===== src/design/bei_pkg.sv =====
package bei_pkg;

    // Defaults for the top-level parameters.
    localparam int BISECT_STEPS_DEF = 20;
    localparam int FRAC_BITS_DEF    = 20;

    // Scale of the handle and progress fields as they arrive.
    localparam int IN_FRAC = 20;

    // Field widths of the streams.
    localparam int VALUE_W  = 32;
    localparam int HANDLE_W = 23;
    localparam int PROG_W   = 21;

    // Input tdata layout, first field in the lowest bits, padded to whole bytes.
    localparam int START_LSB = 0;
    localparam int END_LSB   = START_LSB + VALUE_W;
    localparam int HIN_LSB   = END_LSB + VALUE_W;
    localparam int HOUT_LSB  = HIN_LSB + HANDLE_W;
    localparam int PROG_LSB  = HOUT_LSB + HANDLE_W;
    localparam int S_FIELDS_W = PROG_LSB + PROG_W;
    localparam int S_TDATA_W  = ((S_FIELDS_W + 7) / 8) * 8;
    localparam int M_TDATA_W  = VALUE_W;

    typedef logic signed [VALUE_W-1:0] value_t;

    // Internal widths as a function of the number of fraction bits.
    // a: first control abscissa, b: one minus the second handle, x: progress.
    function automatic int a_width(input int frac);
        return frac + 3;
    endfunction

    function automatic int b_width(input int frac);
        return frac + 4;
    endfunction

    function automatic int x_width(input int frac);
        return frac + 1;
    endfunction

    // Context carried along the search: {start, end, a, b, x}, x lowest.
    function automatic int ctx_width(input int frac);
        return 2 * VALUE_W + a_width(frac) + b_width(frac) + x_width(frac);
    endfunction

endpackage


===== src/design/bei_obuf.sv =====
module bei_obuf
    import bei_pkg::*;
(
    input  logic   aclk,
    input  logic   aresetn,
    input  logic   in_valid,
    input  value_t in_data,
    output logic   en,
    output logic   m_tvalid,
    input  logic   m_tready,
    output value_t m_tdata
);

    logic   out_valid_reg, out_valid_next;
    value_t out_data_reg, out_data_next;
    logic   skid_valid_reg, skid_valid_next;
    value_t skid_data_reg, skid_data_next;
    logic   take;

    // The pipeline moves only while the skid entry is free, so a result that
    // leaves the pipeline always has a place to land.
    assign en   = !skid_valid_reg;
    assign take = out_valid_reg && m_tready;

    always_comb begin
        out_valid_next  = out_valid_reg;
        out_data_next   = out_data_reg;
        skid_valid_next = skid_valid_reg;
        skid_data_next  = skid_data_reg;
        if (skid_valid_reg) begin
            if (take) begin
                out_data_next   = skid_data_reg;
                skid_valid_next = 1'b0;
            end
        end else if (!out_valid_reg || take) begin
            out_valid_next = in_valid;
            out_data_next  = in_data;
        end else if (in_valid) begin
            skid_valid_next = 1'b1;
            skid_data_next  = in_data;
        end
    end

    always_ff @(posedge aclk) begin
        if (!aresetn) begin
            out_valid_reg  <= 1'b0;
            skid_valid_reg <= 1'b0;
        end else begin
            out_valid_reg  <= out_valid_next;
            skid_valid_reg <= skid_valid_next;
        end
    end

    always_ff @(posedge aclk) begin
        out_data_reg  <= out_data_next;
        skid_data_reg <= skid_data_next;
    end

    assign m_tvalid = out_valid_reg;
    assign m_tdata  = out_data_reg;

endmodule


===== config.mk =====
export PLATFORM = sky130hd
export DESIGN_NAME = bei_obuf
export DESIGN_NICKNAME = d
export VERILOG_FILES = /design/src/design/bei_pkg.sv /design/src/design/bei_obuf.sv
export SDC_FILE = /design/constraint.sdc
export NUM_CORES = 1
export LEC_CHECK = 0
export ABC_AREA = 1
export BUFFER_PORTS_ARGS = -buffer_cell sky130_fd_sc_hd__buf_4
export CORE_MARGIN = 10
export CORE_UTILIZATION = 46
export DETAILED_ROUTE_END_ITERATION = 8
export PLACE_DENSITY_LB_ADDON = 0.08
export RECOVER_POWER = 25
export SLEW_MARGIN = 20
export SYNTH_ARGS = -nofsm -noshare
export SYNTH_HDL_FRONTEND = slang
export SYNTH_SLANG_ARGS = --single-unit

===== constraint.sdc =====
create_clock -name aclk -period 2.2 [get_ports aclk]
set_input_delay 0.33 -clock aclk [delete_from_list [all_inputs] [get_ports aclk]]
set_output_delay 0.33 -clock aclk [all_outputs]
set_load 0.05 [all_outputs]

Yosys cells after proc, flatten, opt, wreduce, memory -nomap -nowiden
Cells that the tools add are included.
{"block": "totals", "regBits": 66, "in_bits": 36}
{"block": "classes", "eq_ne": 1, "n_mux": 7, "n_bitwise": 2, "reduce_logical": 8}
{"cell": "$mux W32", "count": 3}
{"cell": "$mux W1", "count": 4}
{"cell": "$reduce_and A2 Y1", "count": 2}
{"cell": "$reduce_and A3 Y1", "count": 1}
{"cell": "$logic_not A1 Y1", "count": 2}
{"cell": "$ne A2 B1 Y1 const B", "count": 1}
{"cell": "$not A1 Y1", "count": 2}
{"cell": "$reduce_bool A2 Y1", "count": 1}
{"cell": "$logic_and A1 B1 Y1", "count": 1}
{"cell": "$logic_or A1 B1 Y1", "count": 1}

Longest topological paths before layout
{"block": "depth", "depth_word": 4, "ltp_mapped": 5, "mapped_depth_nobuf": 4}

Worst setup path before layout
OpenSTA, ideal clock, no wires.
{"block": "synth_timing", "path_kind": "register -> register", "from": "register out_valid_reg, in the netlist m_tvalid", "to": "register skid_data_reg[0], enable pin", "setup_ns": 0.421, "arrival_ns": 2.171, "setup_slack_ns": -0.393, "stages_incl_launch_ff": 3, "path_cell_list": "dfxtp_1 -> nand2_1 -> nor2_1"}
{"block": "synth_via", "elab_chain_len": 4}
{"item": "start: declaration", "line_no": "bei_obuf.sv:14", "rtl": "logic out_valid_reg, out_valid_next;"}
{"item": "start signal: assignment", "line_no": "bei_obuf.sv:49", "rtl": "out_valid_reg <= out_valid_next;"}
{"item": "$logic_not A1 Y1 / $logic_and A1 B1 Y1 (equally long branches)", "line_no": "bei_obuf.sv:35, bei_obuf.sv:23"}
{"item": "$logic_or A1 B1 Y1 (*)", "line_no": "bei_obuf.sv:35", "rtl": "end else if (!out_valid_reg || take) begin"}
{"item": "$not A1 Y1 (no line) (*)"}
{"item": "$reduce_and A3 Y1 (no line) (*)"}
{"item": "end signal: assignment", "line_no": "bei_obuf.sv:56", "rtl": "skid_data_reg <= skid_data_next;"}
{"item": "end: declaration", "line_no": "bei_obuf.sv:17", "rtl": "value_t skid_data_reg, skid_data_next;"}
Mark *: on every way between the ends. The rest lies on a longest branch, timed or not.
A chain may end at the register's enable or synchronous reset.

Worst setup path after layout
{"block": "layout_timing", "from": "register skid_valid_reg", "to": "register out_data_reg[7], in the netlist m_tdata[7], enable pin"}
{"block": "layout_via", "elab_chain_len": 2}
{"item": "start: declaration", "line_no": "bei_obuf.sv:16", "rtl": "logic skid_valid_reg, skid_valid_next;"}
{"item": "start signal: assignment", "line_no": "bei_obuf.sv:50", "rtl": "skid_valid_reg <= skid_valid_next;"}
{"item": "$ne A2 B1 Y1 (no line) / $reduce_bool A2 Y1 (equally long branches)"}
{"item": "$reduce_and A2 Y1 (no line) (*)"}
{"item": "end signal: assignment", "line_no": "bei_obuf.sv:55", "rtl": "out_data_reg <= out_data_next;"}
{"item": "end: declaration", "line_no": "bei_obuf.sv:15", "rtl": "value_t out_data_reg, out_data_next;"}
Marks and branches as above.

==> out/summary.log <==
[global_route] global-route wire length before repair 7710 um
[global_route] overall fraction of global-route tracks in use 11.5%
[synthesis] dominant combinational cell family by area after synthesis simple AND/OR/NAND/NOR gates
[clock_network] Clock Pin Slew Worst Setup and Hold Paths 0.07 ns
[synthesis] number of unique standard cell types used by synthesis 12
[worst_setup_path] depth of the critical timing path with buffers and inverters included 3
[sta] shortest period the worst path allows 1.78 ns
[detailed_routing] number of design-rule violations left by the first detailed-router iteration 63
[hold_path] startpoint of the worst hold path in_data[30]
[hold_path] HP Class in -> reg
[worst_setup_path] Crit Reg-Reg Endpoint m_tdata[7]$_DFFE_PP_
[synthesis] Cells after Synth 183
[place] post-detail-place hpwl 3220 um
[worst_setup_path] register-to-register setup slack 0.42 ns
[detailed_routing] DRT Pass-1 Iters 4
[global_route] number of antenna violations at the first check in global routing 0
[worst_setup_path] worst path arrival time 1.76 ns
[power_and_ir_drop] maximum vdd drop 483 uV
[worst_setup_path] worst reg-to-reg path cell count 3
[detailed_routing] DRC violations left 0
[clock_network] Clock H-tree levels 3
[sta] number of failing hold endpoints at the final stage 0
[hold_path] hold endpoint skid_data_reg[30]$_DFFE_PP_
[layout] highest-count cells in the layout ignoring fill and taps nand2_1, edfxtp_1, buf_4
[clock_network] total clock sinks 66
[floorplan] Site Rows 26
[synthesis] sequential fraction of the synthesis area 79.8%
[worst_setup_path] Worst Path Buf+Inv 1
[worst_setup_path] Top delay family on crit path simple AND/OR/NAND/NOR gates
[sta] worst-case clock skew 0.00570 ns
[layout] number of inserted filler cells in the final layout 430
[layout] share of final-layout standard cells stronger than drive strength 1 26.6%
[power_and_ir_drop] power density cells 874 nW/um2
[status] outcome complete, no violations
[detailed_routing] number of nets still failing antenna checks after routing 0
[clock_network] TritonCTS buffer count 9
[floorplan] effective utilization at floorplan 47.8%
[synthesis] flip-flop and latch count after synthesis 66
[floorplan] die outline width 93.1 um
[synthesis] simple-gate area share of the yosys netlist 16.2%
[worst_setup_path] ordered cell list for the critical path clkbuf_2 > nand2_1 > and2_4
[floorplan] overall die height 93.1 um
[synthesis] fraction of post-synthesis cell area in the top cell type by area 78.2%
[clock_network] hold buffer count at cts 0
[detailed_routing] detailed-route via count 1500
[clock_network] number of gates given a new drive strength after cts 0
[worst_setup_path] slowest stage cell on the critical path and2_4
[worst_setup_path] FF-to-FF Start skid_valid_reg$_SDFF_PN0_
[synthesis] mapped cell area 2460 um2
[floorplan] Boundary Pins 70
[worst_setup_path] Crit Path Max Fanout 34
[sta] Final Max Slew Viols 0
[place] worst setup slack after placement 0.562 ns
[clock_network] Clock Path Buffers 2
[clock_network] clock latency at the later pin of the worst-skew pair 0.33 ns
[global_route] vias in the first global route 1594
[clock_network] buffers inserted during post-CTS setup optimization 0
[hold_path] count of cells along the worst hold path 1
[sta] Worst slew margin 55.7%
[worst_setup_path] largest stage delay on the critical path 0.43 ns
[sta] maximum clock rate 0.561 GHz
[detailed_routing] wirelength, routed 4620 um
[synthesis] top cells by area in the synthesized netlist edfxtp_1, nand2_1, buf_6
[floorplan] total die area 8670 um2
[worst_setup_path] kind of critical path reg -> reg
[layout] most common cell after layout, fill and taps aside nand2_1
[synthesis] Syn Area/Cell 13.4 um2
[detailed_routing] via-per-instance ratio 4.50
[synthesis] complex-gate fraction of the synthesized area 0.407%
[sta] Final period util 81.1%
[worst_setup_path] nature of the critical path startpoint flip-flop
[run] max-capacitance violation count 0
[synthesis] mux cell area share after synthesis 0%
[detailed_routing] routed wire length per instance 13.9 um
[sta] post-route worst setup slack 0.416 ns
[synthesis] adder and majority cell fraction of the synthesized area 0%
[place] routability-driven placement congestion ratio 0.730
[synthesis] cell accounting for the most synthesized area edfxtp_1
[layout] number of nets in the layout 294
[synthesis] post-synth net total 219
[worst_setup_path] required time of the critical path 2.18 ns
[global_route] remaining global-route overflow 0
[layout] ant diodes 0
[power_and_ir_drop] leakage power figure 0.00131 uW
[synthesis] total of warnings raised by yosys 0
[clock_network] Clk Tree Root Cell clkbuf_8
[sta] RSZ-0062 raised after global routing no
[synthesis] xor and xnor fraction of the mapped netlist area 0%
[clock_network] CTS tree yes
[sta] Least-Margin Pin Slew 0.665 ns
[sta] count of endpoints failing setup in the final report 0
[floorplan] floorplan core area 5140 um2
[sta] sum of negative setup slack 0 ns
[layout] Area Growth Syn to Fin 27.4%
[global_route] largest net degree at the start of global routing 36
[worst_setup_path] Crit. End Element flip-flop
[place] Port Buf Inserts 69
-- metal layers --
| metal | routed length, um | up-vias | share of wire [%] | track usage [%] |
|---|---|---|---|---|
| met3 | 340 | 7 | 7.4 | 4.40 |
| met1 | 1930 | 676 | 42 | 12.5 |
| met2 | 2270 | 54 | 49 | 18.5 |
| met4 | 78 | 0 | 1.7 | 7.58 |
| li1 | - | 763 | - | - |
| met5 | 0 | - | 0 | 0 |
-- worst register-to-register path, cell delays in order, from the launching register on --
cell      delay [ns]
dfxtp_1         0.34
clkbuf_2        0.42
nand2_1         0.21
and2_4          0.43
-- cells in the mapped netlist, drive strengths merged --
| cell type | n |
|---|---|
| nor2 | 2 |
| dfxtp | 2 |
| a21oi | 1 |
| buf | 7 |
| edfxtp | 64 |
| inv | 4 |
| nand2 | 101 |
| and2 | 1 |
| o21ai | 1 |
-- layout make-up --
type | instances | area (um2) | share of cell area [%]
repair buffers | 71 | 487 | 15.5
inverters | 4 | 20.0 | 0.639
flip-flops and latches | 66 | 1960 | 62.6
well taps | 70 | 87.6 | 2.80
clock buffers | 16 | 160 | 5.11
multi-input cells | 106 | 415 | 13.3
-- power by group --
part	total [uW]	switching [uW]	internal [uW]
clock	843	399	443
sequential	1480	20.8	1460
combinational	410	292	118
total	2740	712	2020
-- per-stage QoR --
| stage | cells | hold WS, ns | utilization [%] | area [um2] | power, uW |
|---|---|---|---|---|---|
| 2_1_floorplan | 183 | 0.429 | - | 2460 | 1780 |
| 3_3_place_gp | 317 | 0.477 | 59.0 | 3030 | 1940 |
| 3_5_place_dp | 317 | 0.495 | 59.0 | 3030 | 1940 |
| 4_1_cts | 333 | 0.171 | 62.1 | 3190 | 2780 |
| 5_1_grt | 333 | 0.195 | 60.9 | 3130 | 2850 |
| 6_report | 333 | 0.208 | 60.9 | 3130 | 2740 |
-- logic make-up after synthesis --
family	after synthesis
and+or+nand+nor	104
buffers and inverters	11
DFF	66
AOI/OAI and AO/OA	2
-- how the worst max path moves through the flow --
stage                         startpoint                     endpoint  slack [ns]
2_1_floorplan      m_tvalid$_SDFFE_PN0P_   skid_data_reg[0]$_DFFE_PP_        0.12
3_3_place_gp   skid_valid_reg$_SDFF_PN0_  skid_data_reg[28]$_DFFE_PP_        0.57
3_5_place_dp   skid_valid_reg$_SDFF_PN0_   skid_data_reg[3]$_DFFE_PP_        0.56
4_1_cts        skid_valid_reg$_SDFF_PN0_  skid_data_reg[12]$_DFFE_PP_        0.55
5_1_grt        skid_valid_reg$_SDFF_PN0_        m_tdata[16]$_DFFE_PP_        0.28
6_report       skid_valid_reg$_SDFF_PN0_         m_tdata[7]$_DFFE_PP_        0.42
No activity file was read; power rests on OpenSTA's default activity.
