## src/design/bei_pkg.sv

```systemverilog
package bei_pkg;

    // Defaults for the top-level parameters.
    localparam int BISECT_STEPS_DEF = 20;
    localparam int FRAC_BITS_DEF    = 20;

    // Scale of the handle and progress fields as they arrive.
    localparam int IN_FRAC = 20;

    // Field widths of the streams.
    localparam int VALUE_W  = 32;
    localparam int HANDLE_W = 23;
    localparam int PROG_W   = 21;

    // Input tdata layout, first field in the lowest bits, padded to whole bytes.
    localparam int START_LSB = 0;
    localparam int END_LSB   = START_LSB + VALUE_W;
    localparam int HIN_LSB   = END_LSB + VALUE_W;
    localparam int HOUT_LSB  = HIN_LSB + HANDLE_W;
    localparam int PROG_LSB  = HOUT_LSB + HANDLE_W;
    localparam int S_FIELDS_W = PROG_LSB + PROG_W;
    localparam int S_TDATA_W  = ((S_FIELDS_W + 7) / 8) * 8;
    localparam int M_TDATA_W  = VALUE_W;

    typedef logic signed [VALUE_W-1:0] value_t;

    // Internal widths as a function of the number of fraction bits.
    // a: first control abscissa, b: one minus the second handle, x: progress.
    function automatic int a_width(input int frac);
        return frac + 3;
    endfunction

    function automatic int b_width(input int frac);
        return frac + 4;
    endfunction

    function automatic int x_width(input int frac);
        return frac + 1;
    endfunction

    // Context carried along the search: {start, end, a, b, x}, x lowest.
    function automatic int ctx_width(input int frac);
        return 2 * VALUE_W + a_width(frac) + b_width(frac) + x_width(frac);
    endfunction

endpackage

```

## src/design/bei_blend.sv

```systemverilog
module bei_blend
    import bei_pkg::*;
#(
    parameter int FRAC_BITS = FRAC_BITS_DEF
) (
    input  logic               aclk,
    input  logic               aresetn,
    input  logic               en,
    input  logic               in_valid,
    input  value_t             in_start,
    input  value_t             in_end,
    input  logic [FRAC_BITS:0] in_t,
    output logic               out_valid,
    output value_t             out_value
);

    localparam int F  = FRAC_BITS;
    localparam int TW = F + 1;
    localparam int KW = F + 2;
    localparam int DW = VALUE_W + 1;
    localparam int PW = TW + 1 + DW;
    localparam int RW = PW - F + 1;
    localparam logic [KW-1:0] THREE = {2'b11, {F{1'b0}}};
    localparam logic signed [RW-1:0] SAT_HI = RW'(64'sd2147483647);
    localparam logic signed [RW-1:0] SAT_LO = RW'(-64'sd2147483648);

    // Stage 0: t*t, 3 - 2t and the span of the output values.
    logic [2*TW-1:0]      tt_full;
    logic                 v0_reg;
    value_t               start0_reg;
    logic signed [DW-1:0] diff0_reg;
    logic [TW-1:0]        tt0_reg;
    logic [KW-1:0]        k0_reg;

    assign tt_full = in_t * in_t;

    always_ff @(posedge aclk) begin
        if (!aresetn) begin
            v0_reg <= 1'b0;
        end else if (en) begin
            v0_reg <= in_valid;
        end
    end

    always_ff @(posedge aclk) begin
        if (en) begin
            start0_reg <= in_start;
            diff0_reg  <= DW'(in_end) - DW'(in_start);
            tt0_reg    <= tt_full[F +: TW];
            k0_reg     <= THREE - {in_t, 1'b0};
        end
    end

    // Stage 1: smoothstep weight, which never exceeds one.
    logic [TW+KW-1:0]     s_full;
    logic                 v1_reg;
    value_t               start1_reg;
    logic signed [DW-1:0] diff1_reg;
    logic [TW-1:0]        s1_reg;

    assign s_full = tt0_reg * k0_reg;

    always_ff @(posedge aclk) begin
        if (!aresetn) begin
            v1_reg <= 1'b0;
        end else if (en) begin
            v1_reg <= v0_reg;
        end
    end

    always_ff @(posedge aclk) begin
        if (en) begin
            start1_reg <= start0_reg;
            diff1_reg  <= diff0_reg;
            s1_reg     <= s_full[F +: TW];
        end
    end

    // Stage 2: weight times span.
    logic signed [PW-1:0] prod_full;
    logic                 v2_reg;
    value_t               start2_reg;
    logic signed [PW-1:0] prod2_reg;

    assign prod_full = $signed({1'b0, s1_reg}) * diff1_reg;

    always_ff @(posedge aclk) begin
        if (!aresetn) begin
            v2_reg <= 1'b0;
        end else if (en) begin
            v2_reg <= v1_reg;
        end
    end

    always_ff @(posedge aclk) begin
        if (en) begin
            start2_reg <= start1_reg;
            prod2_reg  <= prod_full;
        end
    end

    // Stage 3: add the start value and saturate to 32 bits.
    logic signed [RW-1:0] rsum;
    value_t               r3_next;
    logic                 v3_reg;
    value_t               r3_reg;

    assign rsum = RW'(start2_reg) + RW'($signed(prod2_reg[PW-1:F]));

    always_comb begin
        if (rsum > SAT_HI) begin
            r3_next = SAT_HI[VALUE_W-1:0];
        end else if (rsum < SAT_LO) begin
            r3_next = SAT_LO[VALUE_W-1:0];
        end else begin
            r3_next = rsum[VALUE_W-1:0];
        end
    end

    always_ff @(posedge aclk) begin
        if (!aresetn) begin
            v3_reg <= 1'b0;
        end else if (en) begin
            v3_reg <= v2_reg;
        end
    end

    always_ff @(posedge aclk) begin
        if (en) begin
            r3_reg <= r3_next;
        end
    end

    assign out_valid = v3_reg;
    assign out_value = r3_reg;

endmodule

```

## config.mk

```make
export PLATFORM = sky130hd
export DESIGN_NAME = bei_blend
export DESIGN_NICKNAME = d
export VERILOG_FILES = /design/src/design/bei_pkg.sv /design/src/design/bei_blend.sv
export SDC_FILE = /design/constraint.sdc
export NUM_CORES = 2
export LEC_CHECK = 0
export BUFFER_PORTS_ARGS = -buffer_cell sky130_fd_sc_hd__buf_2
export CORE_MARGIN = 3
export CORE_UTILIZATION = 65
export DETAILED_ROUTE_END_ITERATION = 6
export PLACE_DENSITY = 0.82
export RECOVER_POWER = 25
export SYNTH_ARGS = -nofsm -noshare
export SYNTH_HDL_FRONTEND = slang
export SYNTH_SLANG_ARGS = --single-unit
```

## constraint.sdc

```tcl
create_clock -name aclk -period 11.6 [get_ports aclk]
set_input_delay 0 -clock aclk [delete_from_list [all_inputs] [get_ports aclk]]
set_output_delay 0 -clock aclk [all_outputs]
set_load 0.01 [all_outputs]
```

Yosys cells after proc, flatten, opt, wreduce, memory -nomap -nowiden
Cells that the tools add are included.
- $add $sub $neg: 3
- multipliers: 3
- order comparisons: 2
- multiplexer cells: 1
- operator list (kind ; number):
    22-bit by 33-bit multiplier with 55-bit output ; 1
    21-bit by 21-bit multiplier with 41-bit output ; 1
    21-bit by 22-bit multiplier with 41-bit output ; 1
    32-bit by 35-bit adder with 36-bit output ; 1
    36-bit by 32-bit greater-than comparator with 1-bit output (second input constant) ; 1
    36-bit by 32-bit less-than comparator with 1-bit output (second input constant) ; 1
    32-bit by 32-bit subtractor with 33-bit output ; 1
    32-bit two-way mux ; 1
    22-bit subtractor (first input constant) ; 1
- register bits after elaboration: 317
- input port bits: 89
- output and inout port bits: 33
- word-level logic and storage cells: 23

Logic depth before layout (Yosys ltp)
- depth after elaboration: 3
- gate-level depth with buffers: 30
- mapped depth without buffers: 28

Worst setup path after synthesis
Ideal clock, no wire load.
- path kind: register to register
- start: register s1_reg[7]
- end: register prod2_reg[54], data pin
- setup time: 0.260 ns
- arrival: 6.727 ns
- data required time: 11.340 ns
- setup slack: 4.614 ns
- cell stages (with the launch flop): 25
- path buffers: 2
- period minus slack after synthesis: 6.986 ns
- cell sequence: edfxtp_1 -> clkbuf_1 -> and2_1 -> fa_1 -> inv_1 -> fa_1 -> fa_1 -> inv_1 -> fa_1 -> fa_1 -> fa_1 -> inv_1 -> fa_1 -> inv_1 -> ha_1 -> clkbuf_1 -> nand2_1 -> or3_1 -> inv_1 -> o21ai_0 -> o31ai_1 -> a41oi_1 -> o311ai_0 -> a21oi_1 -> xnor2_1
- cells in the longest elaborated chain, start to end: 1
- ends and longest elaborated chain (item ; RTL line ; text):
    from (decl) ; bei_blend.sv:59 ; logic [TW-1:0] s1_reg;
    from (signal assigned) ; bei_blend.sv:75 ; s1_reg <= s_full[F +: TW];
    22-bit by 33-bit multiplier with 55-bit output ; bei_blend.sv:85 ; assign prod_full = $signed({1'b0, s1_reg}) * diff1_reg;
    via prod_full[54] ; bei_blend.sv:80 ; logic signed [PW-1:0] prod_full;
    to (signal assigned) ; bei_blend.sv:98 ; prod2_reg <= prod_full;
    to (decl) ; bei_blend.sv:83 ; logic signed [PW-1:0] prod2_reg;
The timed path passes the listed nets, and every way through them passes these cells.
A chain may end at the register's enable or synchronous reset.

Final worst setup path
Same ends and word-level chain as after synthesis.

==> results by group <==
Job
  • Max cap viols: 1

Drt
  • DR WL met3: 10.5 mm
  • Vias post-DR: approximately 42,000
  • 1st-pass router iterations: 6
  • Max layer used: met5
  • DR WL/cell: between 15 and 20 µm
  • Post-route ant nets: 0
  • Initial drt markers: about 3,100
  • Wire length on met2: between 70 and 80 mm
  • DRC: 0
  • DRT Wirelength: 145 mm
  • Wire length on met1: 53.5 mm
  • Vias per inst: 5.65

Finish
  • Fill count: 6,682
  • Fraction of layout instances using a drive strength above 1: 0.0333
  • Fin cells: ~7,400
  • Final Net Count: 8,041
  • Layout area overhead: 5.11%
  • Max reg flops: 35

Clock tree
  • TritonCTS clock tree: built
  • Postcts setup bufs: 0
  • # H-tree levels: 2
  • Clock transition at the registers of the reported paths: 0.06 ns
  • Clock latency on the worst-skew pair: 0.58 ns
  • Resized cells post-CTS: 0
  • Clock buffer depth: 3
  • CTS Root Cell: clkbuf_16
  • Clock Sinks: between 200 and 300
  • CTS hold repair buffers: 57
  • Num CTS Buffers: 34

Critical path
  • Worst Setup SP: s1_reg[7]
  • Critical path peak fanout: 33
  • Critical Path AT: about 9.6 ns
  • Slowest CP cell: edfxtp_1
  • Setup crit end: prod2_reg[54]
  • Crit path capture type: flop
  • Data required, critical path: 11.91 ns
  • Worst R2R Path Depth: 21
  • CP peak stage delay: 0.88 ns
  • R2R Setup Slk: 2.33 ns
  • RR Startpoint: s1_reg[7]
  • CP Class: reg -> reg
  • Crit path cell chain: and2_1, fa_1, inv_1, fa_1, fa_1, inv_1, fa_1, fa_1, fa_1, fa_1, ha_1, nand3_1, nor2_1, nand3_1, nor3_1, nor3_1, o31ai_1, a41oi_1, o311ai_0, a21oi_1, xnor2_1
  • Worst r2r dst: prod2_reg[54]
  • Worst setup SP type: flop
  • Worst path most repeated cell: fa_1

Placement
  • Dpl hpwl: 114 mm
  • # port buffers: 121
  • GPL Wtd Cong: 0.949
  • Placed Cells: 7,257

STA
  • Crit share post-route: 0.799
  • Fin. max-slew vios: ~140
  • Setup TNS: 0 ns
  • Endpoints failing hold: 0
  • Clock Skew: 0.0324 ns
  • Fmax: 0.108 GHz
  • Worst slew pin tran: just over 7 ns
  • Tmin final: 9.27 ns
  • Final Setup Violations: 0
  • Slew margin rel.: -3.84
  • RSZ-0062 raised after global routing: no

Floorplanning
  • Die width: 313 µm
  • DIE AREA: approximately 98,000 µm²
  • Row Count: 111
  • Die Ht: 313 µm
  • Core Area: 92,600 µm²
  • Initial core utilization: 0.662
  • Ports: around 120

Global route
  • Vias in the first global route: 46,800
  • Initial antenna violation count: 1
  • Tot GR Track Use: 0.310
  • Largest net degree at the start of global routing: roughly 160
  • First-pass GRT wire length: ~240 mm
  • GRT overflow: 0

Run status
  • Failing checks: capacitance limit, slew limit
  • Run status: finished with violations

Synthesis
  • Synth Warn #: 0
  • Cell taking the most area after synthesis: fa_1
  • Syn_nets: 8,063
  • Flops & latches, synth: between 200 and 300
  • Sequential area share after synthesis: 0.144
  • EDFF count, synth: 292
  • Main synth FF type: edfxtp_1
  • Area of the mapped netlist: 61,300 µm²
  • Top cells by count, synth: 1,449 x inv_1, 1,354 x fa_1, 714 x and2_1
  • Synth Instances: 6,129
  • Post-synth top area share: 0.442
  • Asr flop ratio synth: 0
  • Most frequent cell after synthesis: inv_1
  • Syn_area_per_cell: 10.0 µm²
  • Area contributors post-synth: fa_1 44%, edfxtp_1 14%, ha_1 10%
  • Post-synth cell types: 69

Hold path
  • Origin of the worst min-delay path: in_end[14]
  • Min-Delay Path Class: in -> reg
==> layout by cell type, fill, tap and decap left out, drive strengths merged, types with 9 or more instances in the layout <==
cell         synthesis  routed
nand4               19      19
xnor2              124     124
edfxtp             292     292
nor2               109     109
o21ai              114     114
clkbuf             258      71
a31oi               14      14
nand3               25      25
buf                 14     126
xor2                52      52
a211oi              17      17
and3                10      10
o211ai               9       9
or3                 10      10
o21bai              10      10
a21o                53      53
fa                1354    1354
nor3                24      24
a21oi              127     127
nand2b              13      13
and2               714     714
inv               1449    1450
dlygate4sd3          0      57
nand2              676     676
o21a                23      23
clkinv               4      18
nor2b               20      20
ha                 491     491
==> how the worst min path moves through the flow <==
stage,endpoint,slack [ns],depth (start not counted)
final,diff0_reg[14],0.02,3
after global routing,diff0_reg[14],0.03,3
after CTS,diff0_reg[14],0.0003,3
after detailed placement,start0_reg[28],0.19,1
after global placement,start0_reg[29],0.19,1
after floorplan,k0_reg[1],0.1,0
==> cell type report <==
class / count / area, µm² / share of cell area
Clock inverter: 21 / 315 / 0.00489
Sequential cell: 296 / 8850 / 0.137
Clock buffer: 40 / 883 / 0.0137
Timing Repair Buffer: 214 / 1420 / 0.0220
Antenna cell: 1 / 2.50 / 0.0000388
Inverter: 1453 / 5450 / 0.0847
Tap cell: 1243 / 1560 / 0.0241
Multi-Input combinational cell: 4108 / 45900 / 0.713
==> logic make-up (layout without fill, tap and decap cells) <==
kind of cell | Yosys count | count (layout) | share of synthesized area
AOI/OAI and AO/OA | 439 | 439 | 0.0456
xor gates and xnor gates | 176 | 176 | 0.0253
adders and majority gates | 1845 | 1845 | 0.543
buffers and inverters | 1725 | 1728 | 0.106
DFF | 296 | 296 | 0.144
muxes | 5 | 5 | 0.000837
other | 0 | 1 | 0
and+or+nand+nor | 1643 | 1643 | 0.135
==> layer usage <==
| metal | global-route usage | up-vias |
|---|---|---|
| met5 | 0 | - |
| met4 | 0.127 | 2 |
| met3 | 0.0468 | 434 |
| met2 | 0.545 | 1785 |
| met1 | 0.386 | 21200 |
| li1 | - | 18200 |
==> worst max-delay path: cells and delay by family (launching register included) <==
family | cells | cell delay, ns
xor+xnor | 1 | 0.14
compound gates | 4 | 1.70
flops | 1 | 0.88
fa+ha+maj | 8 | 3.98
buf+inv | 2 | 0.14
simple gates | 6 | 2.14
==> stage by stage <==
stage / worst slack, ns / instance area (µm²) / util / hold WS [ns]
after floorplan: 4.61 / 61300 / - / 0.0989
after global placement: 2.51 / 62700 / 0.677 / 0.192
after detailed placement: 2.41 / 62700 / 0.677 / 0.195
after CTS: 2.35 / 64500 / 0.696 / 0.000283
after global routing: 2.06 / 64400 / 0.695 / 0.0286
final: 2.33 / 64400 / 0.695 / 0.0193
Power is not shown: default switching activity piles up to over one toggle a cycle in this logic, so the estimate is an artifact.
